<file path="config.mk">
export PLATFORM = sky130hd
export DESIGN_NAME = nmea_sentence_checksum_parser_flat
export DESIGN_NICKNAME = d
export VERILOG_FILES = /design/src/hdl/nscp_pkg.sv /design/src/hdl/nscp_if.sv /design/src/hdl/nscp_in_stage.sv /design/src/hdl/nscp_core.sv /design/src/hdl/nscp_out_stage.sv /design/src/hdl/nmea_sentence_checksum_parser.sv /design/src/flat_wrapper.sv
export VERILOG_INCLUDE_DIRS = /design/src /design/src/hdl
export SDC_FILE = /design/constraint.sdc
export NUM_CORES = 1
export LEC_CHECK = 0
export BUFFER_PORTS_ARGS = -buffer_cell sky130_fd_sc_hd__buf_2
export CAP_MARGIN = 10
export CORE_MARGIN = 8
export CORE_UTILIZATION = 51
export CTS_CLUSTER_DIAMETER = 60
export DETAILED_ROUTE_END_ITERATION = 12
export GPL_ROUTABILITY_DRIVEN = 0
export MAX_ROUTING_LAYER = met4
export PLACE_DENSITY = 0.75
export SYNTH_ARGS = -nofsm -noshare
export SYNTH_HDL_FRONTEND = slang
export SYNTH_SLANG_ARGS = --single-unit
</file>
<file path="constraint.sdc">
create_clock -name clk -period 2.3 [get_ports clk]
set_input_delay 0 -clock clk [delete_from_list [all_inputs] [get_ports clk]]
set_output_delay 0 -clock clk [all_outputs]
set_load 0.005 [all_outputs]
</file>
<file path="src/hdl/nmea_sentence_checksum_parser_macros.svh">
// ---------------------------------------------------------------------------
// NMEA checksum parser assertion macros
// Shared concurrent assertion forms, clocked on clk and disabled in reset.
// ---------------------------------------------------------------------------
`ifndef NMEA_SENTENCE_CHECKSUM_PARSER_MACROS_SVH
`define NMEA_SENTENCE_CHECKSUM_PARSER_MACROS_SVH

// Same-cycle implication: cons must hold whenever ante holds.
`define NSCP_ASSERT_IMP(lbl, ante, cons, msg) \
  lbl: assert property (@(posedge clk) disable iff (!rst_n) (ante) |-> (cons)) \
    else $error(msg);

// Next-cycle implication: cons must hold in the cycle after ante.
`define NSCP_ASSERT_NXT(lbl, ante, cons, msg) \
  lbl: assert property (@(posedge clk) disable iff (!rst_n) (ante) |=> (cons)) \
    else $error(msg);

`endif

</file>
<file path="src/hdl/nscp_pkg.sv">
// ---------------------------------------------------------------------------
// NMEA checksum parser package
// Widths, character codes and the types shared between the parser modules.
// ---------------------------------------------------------------------------
`default_nettype none

package nscp_pkg;

  localparam int ByteW  = 8;
  localparam int FieldW = 4;

  // Character codes of the sentence framing
  localparam logic [ByteW-1:0] ChDollar   = 8'd36;
  localparam logic [ByteW-1:0] ChStar     = 8'd42;
  localparam logic [ByteW-1:0] ChComma    = 8'd44;
  localparam logic [ByteW-1:0] ChZero     = 8'd48;
  localparam logic [ByteW-1:0] HexAlphaOfs = 8'd55;
  localparam logic [3:0]       NibbleMask = 4'b1111;

  localparam logic [FieldW-1:0] FieldMax     = 4'd15;
  localparam logic [FieldW-1:0] FixIdxReset  = 4'd6;

  // Byte held in the input register
  typedef struct packed {
    logic             valid;
    logic [ByteW-1:0] rx_byte;
  } nscp_item_t;

  // One result transaction
  typedef struct packed {
    logic              checksum_ok;
    logic [ByteW-1:0]  computed_checksum;
    logic [FieldW-1:0] field_count;
    logic [ByteW-1:0]  fix_quality;
  } nscp_result_t;

endpackage

`default_nettype wire

</file>
<file path="src/hdl/nscp_if.sv">
// ---------------------------------------------------------------------------
// NMEA checksum parser channel interfaces
// Valid/ready channels for received bytes, results and the config write.
// ---------------------------------------------------------------------------
`default_nettype none

interface nscp_in_if;
  import nscp_pkg::*;
  logic             valid;
  logic             ready;
  logic [ByteW-1:0] rx_byte;
  modport source (output valid, output rx_byte, input ready);
  modport sink   (input valid, input rx_byte, output ready);
endinterface

interface nscp_out_if;
  import nscp_pkg::*;
  logic              valid;
  logic              ready;
  logic              checksum_ok;
  logic [ByteW-1:0]  computed_checksum;
  logic [FieldW-1:0] field_count;
  logic [ByteW-1:0]  fix_quality;
  modport source (output valid, output checksum_ok, output computed_checksum,
                  output field_count, output fix_quality, input ready);
  modport sink   (input valid, input checksum_ok, input computed_checksum,
                  input field_count, input fix_quality, output ready);
endinterface

interface nscp_cfg_if;
  import nscp_pkg::*;
  logic              valid;
  logic              ready;
  logic [FieldW-1:0] fix_field_index;
  modport source (output valid, output fix_field_index, input ready);
  modport sink   (input valid, input fix_field_index, output ready);
endinterface

`default_nettype wire

</file>
<file path="src/hdl/nscp_in_stage.sv">
// ---------------------------------------------------------------------------
// NMEA checksum parser input stage
// Registers each accepted byte and holds it until the parser consumes it.
// ---------------------------------------------------------------------------
`default_nettype none

`include "nmea_sentence_checksum_parser_macros.svh"

module nscp_in_stage (
  input  logic                 clk,
  input  logic                 rst_n,
  input  logic                 in_valid,
  input  logic [7:0]           in_byte,
  output logic                 in_ready,
  input  logic                 consume,
  output nscp_pkg::nscp_item_t item
);
  import nscp_pkg::*;

  logic             valid_r;
  logic [ByteW-1:0] byte_r;

  // Take a new byte whenever the register is empty or drains this cycle
  assign in_ready = !valid_r || consume;

  always_ff @(posedge clk) begin
    if (!rst_n) begin
      valid_r <= 1'b0;
    end else if (in_ready) begin
      valid_r <= in_valid;
    end
  end

  always_ff @(posedge clk) begin
    if (in_ready && in_valid) begin
      byte_r <= in_byte;
    end
  end

  assign item.valid   = valid_r;
  assign item.rx_byte = byte_r;

  `NSCP_ASSERT_NXT(a_hold_byte, valid_r && !consume,
                   valid_r && $stable(byte_r), "stalled input byte was lost")
  `NSCP_ASSERT_IMP(a_consume_valid, consume, valid_r, "consumed an empty input register")

endmodule

`default_nettype wire

</file>
<file path="src/hdl/nscp_core.sv">
// ---------------------------------------------------------------------------
// NMEA checksum parser sentence core
// Tracks sentence phase, running XOR, field count and fix byte per byte.
// ---------------------------------------------------------------------------
`default_nettype none

`include "nmea_sentence_checksum_parser_macros.svh"

module nscp_core (
  input  logic                   clk,
  input  logic                   rst_n,
  input  nscp_pkg::nscp_item_t   item,
  input  logic                   out_free,
  input  logic                   cfg_we,
  input  logic [3:0]             cfg_fix_idx,
  output logic                   consume,
  output logic                   emit,
  output nscp_pkg::nscp_result_t result
);
  import nscp_pkg::*;

  typedef enum logic [1:0] {
    PhBody = 2'd0,
    PhHex1 = 2'd1,
    PhHex2 = 2'd2,
    PhIdle = 2'd3
  } phase_t;

  phase_t            phase_r, phase_nxt;
  logic [ByteW-1:0]  xor_r, xor_nxt;
  logic [FieldW-1:0] fld_r, fld_nxt;
  logic [ByteW-1:0]  fix_r, fix_nxt;
  logic [ByteW-1:0]  hex1_r, hex1_nxt;
  logic [FieldW-1:0] fix_idx_r;
  logic              is_dollar;
  logic              sum_match;

  // Uppercase ASCII hex digit of a nibble
  function automatic logic [ByteW-1:0] hex_digit(input logic [3:0] nib);
    logic [3:0] n;
    n = nib & NibbleMask;
    return (n < 4'd10) ? ({4'b0, n} + ChZero) : ({4'b0, n} + HexAlphaOfs);
  endfunction

  assign is_dollar = (item.rx_byte == ChDollar);

  // Result leaves on the second hex character
  assign emit    = item.valid && !is_dollar && (phase_r == PhHex2);
  assign consume = item.valid && (!emit || out_free);

  assign sum_match = (hex1_r == hex_digit(xor_r[7:4])) &&
                     (item.rx_byte == hex_digit(xor_r[3:0]));

  assign result.checksum_ok       = sum_match;
  assign result.computed_checksum = xor_r;
  assign result.field_count       = fld_r;
  assign result.fix_quality       = fix_r - ChZero;

  // Next sentence state for the byte being consumed
  always_comb begin
    phase_nxt = phase_r;
    xor_nxt   = xor_r;
    fld_nxt   = fld_r;
    fix_nxt   = fix_r;
    hex1_nxt  = hex1_r;
    if (is_dollar) begin
      phase_nxt = PhBody;
      xor_nxt   = '0;
      fld_nxt   = '0;
      fix_nxt   = ChZero;
      hex1_nxt  = '0;
    end else begin
      unique case (phase_r)
        PhBody: begin
          if (item.rx_byte == ChStar) begin
            phase_nxt = PhHex1;
          end else begin
            xor_nxt = xor_r ^ item.rx_byte;
            if (item.rx_byte == ChComma) begin
              if (fld_r != FieldMax) begin
                fld_nxt = fld_r + 4'd1;
              end
            end else if (fld_r == fix_idx_r) begin
              fix_nxt = item.rx_byte;
            end
          end
        end
        PhHex1: begin
          hex1_nxt  = item.rx_byte;
          phase_nxt = PhHex2;
        end
        PhHex2: begin
          phase_nxt = PhIdle;
        end
        PhIdle: begin
          phase_nxt = PhIdle;
        end
        default: begin
          phase_nxt = PhIdle;
        end
      endcase
    end
  end

  // Hold sentence state and the fix field register
  always_ff @(posedge clk) begin
    if (!rst_n) begin
      phase_r   <= PhIdle;
      xor_r     <= '0;
      fld_r     <= '0;
      fix_r     <= ChZero;
      hex1_r    <= '0;
      fix_idx_r <= FixIdxReset;
    end else begin
      if (consume) begin
        phase_r <= phase_nxt;
        xor_r   <= xor_nxt;
        fld_r   <= fld_nxt;
        fix_r   <= fix_nxt;
        hex1_r  <= hex1_nxt;
      end
      if (cfg_we) begin
        fix_idx_r <= cfg_fix_idx;
      end
    end
  end

  `NSCP_ASSERT_NXT(a_idle_after_result, consume && emit, phase_r == PhIdle,
                   "parser did not go idle after a result")
  `NSCP_ASSERT_NXT(a_field_monotonic,
                   consume && !is_dollar && (phase_r == PhBody),
                   fld_r >= $past(fld_r), "field count decreased inside a sentence")

endmodule

`default_nettype wire

</file>
<file path="src/hdl/nscp_out_stage.sv">
// ---------------------------------------------------------------------------
// NMEA checksum parser output stage
// Holds one result transaction until the receiver takes it.
// ---------------------------------------------------------------------------
`default_nettype none

`include "nmea_sentence_checksum_parser_macros.svh"

module nscp_out_stage (
  input  logic                   clk,
  input  logic                   rst_n,
  input  logic                   load,
  input  nscp_pkg::nscp_result_t result,
  output logic                   out_free,
  output logic                   out_valid,
  input  logic                   out_ready,
  output nscp_pkg::nscp_result_t out_data
);
  import nscp_pkg::*;

  logic         valid_r;
  nscp_result_t data_r;

  // Register is free when empty or its transaction leaves this cycle
  assign out_free = !valid_r || out_ready;

  always_ff @(posedge clk) begin
    if (!rst_n) begin
      valid_r <= 1'b0;
    end else if (out_free) begin
      valid_r <= load;
    end
  end

  always_ff @(posedge clk) begin
    if (load) begin
      data_r <= result;
    end
  end

  assign out_valid = valid_r;
  assign out_data  = data_r;

  `NSCP_ASSERT_IMP(a_no_overwrite, load, out_free, "result overwrote a pending transaction")

endmodule

`default_nettype wire

</file>
<file path="src/hdl/nmea_sentence_checksum_parser.sv">
// ---------------------------------------------------------------------------
// NMEA sentence checksum parser
// Verifies the checksum of NMEA 0183 sentences from a received byte stream.
// ---------------------------------------------------------------------------
// Usage:
//   in_bus   one received byte per transaction (rx_byte).
//   out_bus  one result per sentence: checksum_ok, computed_checksum,
//            field_count and fix_quality, given on the second hex character
//            after the star. Bytes before the first dollar sign and after a
//            result are dropped until the next dollar sign.
//   cfg_bus  write of fix_field_index; always ready, write only while idle.
// Throughput: one byte per cycle unless a result is due while out_bus holds
//   one; the per-byte update is a single pass of compare and XOR logic
//   between the input register and the result register.
// Path: consuming the last hex character loads the result and sets out_bus valid.
// Reset: synchronous, active low; the parser waits for a dollar sign and
//   fix_field_index returns to 6.
// Stall: a pending result holds out_bus; bytes that give no result keep
//   flowing, and in_bus stalls only when another result is due.
// ---------------------------------------------------------------------------
`default_nettype none

module nmea_sentence_checksum_parser (
  input  logic       clk,
  input  logic       rst_n,
  nscp_in_if.sink    in_bus,
  nscp_out_if.source out_bus,
  nscp_cfg_if.sink   cfg_bus
);
  import nscp_pkg::*;

  nscp_item_t   item;
  nscp_result_t result;
  nscp_result_t out_data;
  logic         consume;
  logic         emit;
  logic         out_free;

  // Register incoming bytes
  nscp_in_stage u_in_stage (
    .clk      (clk),
    .rst_n    (rst_n),
    .in_valid (in_bus.valid),
    .in_byte  (in_bus.rx_byte),
    .in_ready (in_bus.ready),
    .consume  (consume),
    .item     (item)
  );

  // Update sentence state and form results
  assign cfg_bus.ready = 1'b1;

  nscp_core u_core (
    .clk         (clk),
    .rst_n       (rst_n),
    .item        (item),
    .out_free    (out_free),
    .cfg_we      (cfg_bus.valid),
    .cfg_fix_idx (cfg_bus.fix_field_index),
    .consume     (consume),
    .emit        (emit),
    .result      (result)
  );

  // Hold results for the receiver
  nscp_out_stage u_out_stage (
    .clk       (clk),
    .rst_n     (rst_n),
    .load      (consume && emit),
    .result    (result),
    .out_free  (out_free),
    .out_valid (out_bus.valid),
    .out_ready (out_bus.ready),
    .out_data  (out_data)
  );

  assign out_bus.checksum_ok       = out_data.checksum_ok;
  assign out_bus.computed_checksum = out_data.computed_checksum;
  assign out_bus.field_count       = out_data.field_count;
  assign out_bus.fix_quality       = out_data.fix_quality;

endmodule

`default_nettype wire
</file>
<file path="src/flat_wrapper.sv">
// flat-port wrapper written by rule: the top's interface ports become plain ports
module nmea_sentence_checksum_parser_flat import nscp_pkg::*;
  (clk, rst_n, in_bus_valid, in_bus_rx_byte, in_bus_ready, out_bus_valid, out_bus_checksum_ok, out_bus_computed_checksum, out_bus_field_count, out_bus_fix_quality, out_bus_ready, cfg_bus_valid, cfg_bus_fix_field_index, cfg_bus_ready);
  nscp_in_if in_bus_i ();
  nscp_out_if out_bus_i ();
  nscp_cfg_if cfg_bus_i ();
  input  logic clk;
  input  logic rst_n;
  input wire logic [$bits(in_bus_i.valid)-1:0] in_bus_valid;
  input wire logic [$bits(in_bus_i.rx_byte)-1:0] in_bus_rx_byte;
  output wire logic [$bits(in_bus_i.ready)-1:0] in_bus_ready;
  output wire logic [$bits(out_bus_i.valid)-1:0] out_bus_valid;
  output wire logic [$bits(out_bus_i.checksum_ok)-1:0] out_bus_checksum_ok;
  output wire logic [$bits(out_bus_i.computed_checksum)-1:0] out_bus_computed_checksum;
  output wire logic [$bits(out_bus_i.field_count)-1:0] out_bus_field_count;
  output wire logic [$bits(out_bus_i.fix_quality)-1:0] out_bus_fix_quality;
  input wire logic [$bits(out_bus_i.ready)-1:0] out_bus_ready;
  input wire logic [$bits(cfg_bus_i.valid)-1:0] cfg_bus_valid;
  input wire logic [$bits(cfg_bus_i.fix_field_index)-1:0] cfg_bus_fix_field_index;
  output wire logic [$bits(cfg_bus_i.ready)-1:0] cfg_bus_ready;
  assign in_bus_i.valid = in_bus_valid;
  assign in_bus_i.rx_byte = in_bus_rx_byte;
  assign in_bus_ready = in_bus_i.ready;
  assign out_bus_valid = out_bus_i.valid;
  assign out_bus_checksum_ok = out_bus_i.checksum_ok;
  assign out_bus_computed_checksum = out_bus_i.computed_checksum;
  assign out_bus_field_count = out_bus_i.field_count;
  assign out_bus_fix_quality = out_bus_i.fix_quality;
  assign out_bus_i.ready = out_bus_ready;
  assign cfg_bus_i.valid = cfg_bus_valid;
  assign cfg_bus_i.fix_field_index = cfg_bus_fix_field_index;
  assign cfg_bus_ready = cfg_bus_i.ready;
  nmea_sentence_checksum_parser u_core (.clk(clk), .rst_n(rst_n), .in_bus(in_bus_i), .out_bus(out_bus_i), .cfg_bus(cfg_bus_i));
endmodule
</file>
# Word level (Yosys, flattened, before mapping)
# Cells that the tools add are included.
# classes
magnitude_cmp	2
n_bitwise	1
addsub	6
n_mux	20
n_eq_ne	13
reduce_logical	25
# op_table
operator	n
$mux 8	10
$add 4x6->7 const B	4
$eq 8x6->1 const B	3
$mux 4	5
$eq 8x7->1	2
$mux 7	2
$reduce_and 5->1	2
$reduce_bool 2->1	5
$lt 4x4->1 const B	2
$sub 8x6->8 const B	1
$xor 8x8->8	1
$logic_and 1x1->1	6
$pmux 2 s3	1
$add 4x1->4 const B	1
$eq 2x2->1 const B	2
$eq 4x4->1	1
$logic_not 1->1	4
$mux 2	2
$ne 2x2->1 const B	2
$ne 4x4->1 const B	1
$reduce_and 2->1	2
$logic_or 1x1->1	3
$ne 3x3->1 const B	1
$reduce_and 3->1	1
3 further kinds	3
# word_totals
wordCells	80
reg_bits	65
out_inout_bits	24

# Longest topological paths before layout
# depth
depth_word	9
ltp_mapped	7

# Modules after synthesis
# Synthesis repeated with hierarchy kept, for this count alone.
# hier_totals
cells_unflattened	283
area_unflattened_um2	3088.0
# by_module_without_submodules
mod	instances	area_each_um2	seq_area_each_um2	cells_per_inst
nscp_core	1	2085.8	680.7	241
nscp_out_stage	1	679.4	650.6	25
nscp_in_stage	1	305.3	260.2	14
nmea_sentence_checksum_parser	1	17.5	0.0	3

# Worst setup path after synthesis
# No wires, ideal clock.
# synth_path
path_kind	reg2reg
from	register u_core.u_in_stage.byte_r[3]
to	register u_core.u_out_stage.data_r (netlist bit u_core.u_out_stage.out_data[0]), enable pin
path_slack_ps	-171
path_stages_with_launch	7
n_path_buf	2
t_required_ps	1901
arrival_time_ps	2072
setup_time_ps	399
period_less_slack_ps	2471
path_cell_list	edfxtp_1 -> clkbuf_1 -> inv_1 -> nand3_1 -> buf_2 -> nand3_1 -> nor2_1
# synth_via
elab_chain_cells	8
# synth_lines
item	line	rtl
from (decl)	nscp_in_stage.sv:21	logic [ByteW-1:0] byte_r;
from (signal assigned)	nscp_in_stage.sv:36	byte_r <= in_byte;
$eq 8x6->1 *	nscp_core.sv:45	assign is_dollar = (item.rx_byte == ChDollar);
$logic_not 1->1 *	nscp_core.sv:48	assign emit = item.valid && !is_dollar && (phase_r == PhHex2);
$logic_and 1x1->1 * (2 in series)	nscp_core.sv:48	
$logic_not 1->1	nscp_core.sv:49	assign consume = item.valid && (!emit || out_free);
$logic_or 1x1->1	nscp_core.sv:49	
$logic_and 1x1->1	nscp_core.sv:49	
$logic_and 1x1->1 *	nmea_sentence_checksum_parser.sv:69	.load (consume && emit),
named net u_core.u_out_stage.load	nscp_out_stage.sv:12	input logic load,
to (signal assigned)	nscp_out_stage.sv:37	data_r <= result;
to (decl)	nscp_out_stage.sv:22	nscp_result_t data_r;
# The timed path passes the listed nets; every way through them passes the cells marked *.
# A chain may end at the register's enable or synchronous reset.

# Worst setup path in the final report
# layout_path
from	register u_core.u_in_stage.byte_r[4]
to	register u_core.u_in_stage.byte_r[7], enable pin
# layout_via
elab_chain_cells	9
# layout_lines
item	line	rtl
$eq 8x6->1	nscp_core.sv:45	
$logic_not 1->1	nscp_core.sv:48	
$logic_and 1x1->1 (2 in series)	nscp_core.sv:48	
$logic_not 1->1	nscp_core.sv:49	
$logic_or 1x1->1	nscp_core.sv:49	
$logic_and 1x1->1	nscp_core.sv:49	
$logic_or 1x1->1	nscp_in_stage.sv:24	assign in_ready = !valid_r || consume;
$logic_and 1x1->1	nscp_in_stage.sv:35	if (in_ready && in_valid) begin
# No other way between the ends.

==> key figures <==
Status
  – Status: finished clean

Yosys
  – Post-synth top area share: 28.8%
  – Commonest cells in the netlist: dfxtp_1 (36), a21oi_1 (29), edfxtp_1 (29), nor2_1 (23), inv_1 (16)
  – Largest area contributor in the netlist: edfxtp_1
  – Synth top area cells: edfxtp_1 (29%), dfxtp_1 (24%), a21oi_1 (4.8%)
  – Average size of a mapped cell: 10.7 sq um
  – Cells after synthesis: 282
  – EDFF count, synth: 29
  – Count leader, synth: dfxtp_1
  – Syn_nets: 303
  – Flops & latches, synth: 65
  – Distinct cells, synth: 59
  – Mapped Area: 3020 sq um
  – Sequential element share of the synthesized area: 52.6%
  – YS warnings: 0
  – Top_reg_cell synth: dfxtp_1
  – Post-synth ARST share: 0%

Power and ir drop
  – P_int: 1.90 mW
  – Total Power: 2.44 mW
  – PD cells: 650 nW/um^2
  – Worst vdd ir: 689 uV
  – Clock network fraction of total power: 43.4%
  – Flop pwr share: 50.7%
  – Gate power share: 6.0%
  – Switching Fraction: 22.1%
  – Net Switching: 0.540 mW
  – Total leakage power: 1.38 nW

Timing
  – Setup violations, final: 0
  – Slew @ Worst Pin: 1.04 ns
  – Hold Fails Final Rpt: 0
  – Post-Route Skew: 0.00730 ns
  – Fin crit period: 2.15 ns
  – Slew headroom: 30.6%
  – Setup TNS: 0 ns
  – Hold Slack: 0.371 ns
  – Max Clk Rate: 0.465 GHz
  – Final period util: 93.5%
  – Unrepaired setup endpoints after global routing: no
  – Final Max Tran Viols: 0

Worst setup path
  – Worst setup SP type: flop
  – Reg-to-reg slack, setup: 0.15 ns
  – Reg-to-Reg Start: u_core.u_in_stage.byte_r[4]
  – Nature of the critical path endpoint: flop
  – Crit path kind: flop to flop
  – CP Launch Point: u_core.u_in_stage.byte_r[4]
  – R2R Path End: u_core.u_in_stage.byte_r[7]
  – Req. time, crit path: 2.31 ns
  – Crit Path Max Fanout: 10
  – WP data arrival: 2.16 ns
  – Worst Reg2Reg Path Length in Cells: 5

Route
  – Initial DRC Count: 136
  – Wirelength per Cell: 15.3 um
  – Post-route DRC: 0
  – DRT Pass-1 Iters: 4
  – ANT nets after route: 0
  – Routed wire length: 6560 um
  – DR vias: 2,361
  – Drt via density: 5.50

GRT
  – Antenna violations before repair: 0
  – Vias in the first global route: 2,243
  – Total GRT Usage: 16.4%
  – Largest net degree at the start of global routing: 30
  – Global-route congestion overflow total: 0
  – First-pass GRT wire length: 10,900 um

Layout
  – Layout cells sized above 1: 25.1%
  – Layout area overhead: 24.1%
  – Filler-free cell count of the finished design: 429
  – Finished Cell Area: 3750 sq um
  – Total Nets Final: 370
  – Diodes inserted: 0

Clock tree
  – CTS tree: built
  – Htree depth: 3
  – Clk buf depth: 2
  – Clk Latency, worst-skew pair: 0.34 ns
  – Resize count post-CTS: 0
  – Worst-path clk slew: 0.07 ns
  – CTS sink cnt: 65
  – Root Driver: clkbuf_8
  – Num CTS Buffers: 9

Hold path
  – HP Class: primary input to flop
  – WHS Endpoint: u_core.u_in_stage.byte_r[2]
  – Hold_sp: in_bus_rx_byte[2]
  – WHS Path Cells: 2

Floorplan
  – Core area: 5820 sq um
  – Die Ht: 93.0 um
  – IO Count: 41
  – Initial cell density of the core: 52.0%
  – Overall die width: 93.0 um
  – Core Rows: 28
  – DIE AREA: 8650 sq um

Place
  – Port buffer count: 39
  – Dpl cell area: 3320 sq um
  – Dpl cells: 392
  – DP HPWL: 4460 um

Run
  – Max_cap viols: 0
[logic make-up after synthesis]
family,Yosys count,synth area share [%]
compound gates,76,18.0
xor+xnor,13,3.77
mux,10,3.31
buf+inv,35,5.42
other cells,1,0.124
fa+ha+maj,4,1.66
simple gates,78,15.1
flops,65,52.6
[registers in the layout, indices dropped and copies added (netlist names)]
signal and count:
u_core.u_core.fix_idx_r 4, u_core.u_core.fix_r 8, u_core.u_core.fld_r 4, u_core.u_core.hex1_r 8
u_core.u_core.phase_r 2, u_core.u_core.xor_r 8, u_core.u_in_stage.byte_r 8, u_core.u_in_stage.valid_r 1
u_core.u_out_stage.out_data 21, u_core.u_out_stage.out_valid 1
[power groups by stage]
stage | combinational [mW] | clock [mW] | sequential, mW
floorplan | 0.0687 | 0 | 1.26
global placement | 0.112 | 0 | 1.26
detailed placement | 0.113 | 0 | 1.26
CTS | 0.144 | 1.07 | 1.24
global route | 0.158 | 1.12 | 1.24
finish | 0.146 | 1.06 | 1.24
[metrics by stage]
step | worst slack (ns) | util (%)
after floorplan | 0.161 | -
after global placement | 0.276 | 57.1
after detailed placement | 0.142 | 57.1
after CTS | 0.125 | 64.5
after global routing | 0.0164 | 64.5
final | 0.150 | 64.5
[layout make-up]
| cell class | instances | area (sq um) |
|---|---|---|
| Clock buffer | 9 | 124 |
| Clock inverter | 7 | 95.1 |
| Fill cell | 482 | 2060 |
| Inverter | 16 | 60.1 |
| Multi-Input combinational cell | 182 | 1270 |
| Sequential cell | 65 | 1590 |
| Tap cell | 75 | 93.8 |
| Timing Repair Buffer | 75 | 518 |
[worst max-delay path by stage]
stage                                      endpoint  slack, ns  cells after the start
floorplan            u_core.u_out_stage.out_data[0]       0.16                      6
global placement    u_core.u_out_stage.out_data[20]       0.28                      4
detailed placement      u_core.u_in_stage.byte_r[6]       0.14                      5
CTS                     u_core.u_in_stage.byte_r[7]       0.12                      5
global route         u_core.u_out_stage.out_data[0]       0.02                      4
finish                  u_core.u_in_stage.byte_r[7]       0.15                      5
[critical path, cell delays in order (launching register included)]
cell and delay [ns]:
edfxtp_1 0.54, nor4b_2 0.42, nand3_1 0.16, buf_4 0.21
nand4_1 0.14, and2_1 0.35
[cell usage in the layout (no fill, tap or decap), types with 5 or more instances in the layout]
| cell type | Yosys | routed |
|---|---|---|
| buf_2 | 4 | 39 |
| dfxtp_1 | 36 | 36 |
| a21oi_1 | 29 | 29 |
| edfxtp_1 | 29 | 29 |
| nor2_1 | 23 | 22 |
| dlygate4sd3_1 | 0 | 21 |
| inv_1 | 16 | 16 |
| buf_4 | 2 | 15 |
| nand3_1 | 14 | 14 |
| mux2i_1 | 10 | 10 |
| nand2_1 | 10 | 10 |
| xnor2_1 | 9 | 9 |
| o21ai_0 | 9 | 9 |
| clkbuf_8 | 0 | 9 |
| o21ai_1 | 8 | 8 |
| a31oi_1 | 7 | 7 |
| nor3_1 | 6 | 6 |
| nand4_1 | 5 | 5 |
[layer usage]
metal	global-route usage (%)	routed length, um	vias up
met1	18.7	2790	1108
li1	-	-	1164
met2	26.5	3210	71
met5	-	0	-
met4	7.11	150	0
met3	4.81	405	18
[repair_timing]
action / CTS / global route
setup buffers: 0 / 0
endpoints found under the hold margin: 19 / 0
hold buffers: 21 / 0
Note: power is estimated with default switching activity, not from simulation.
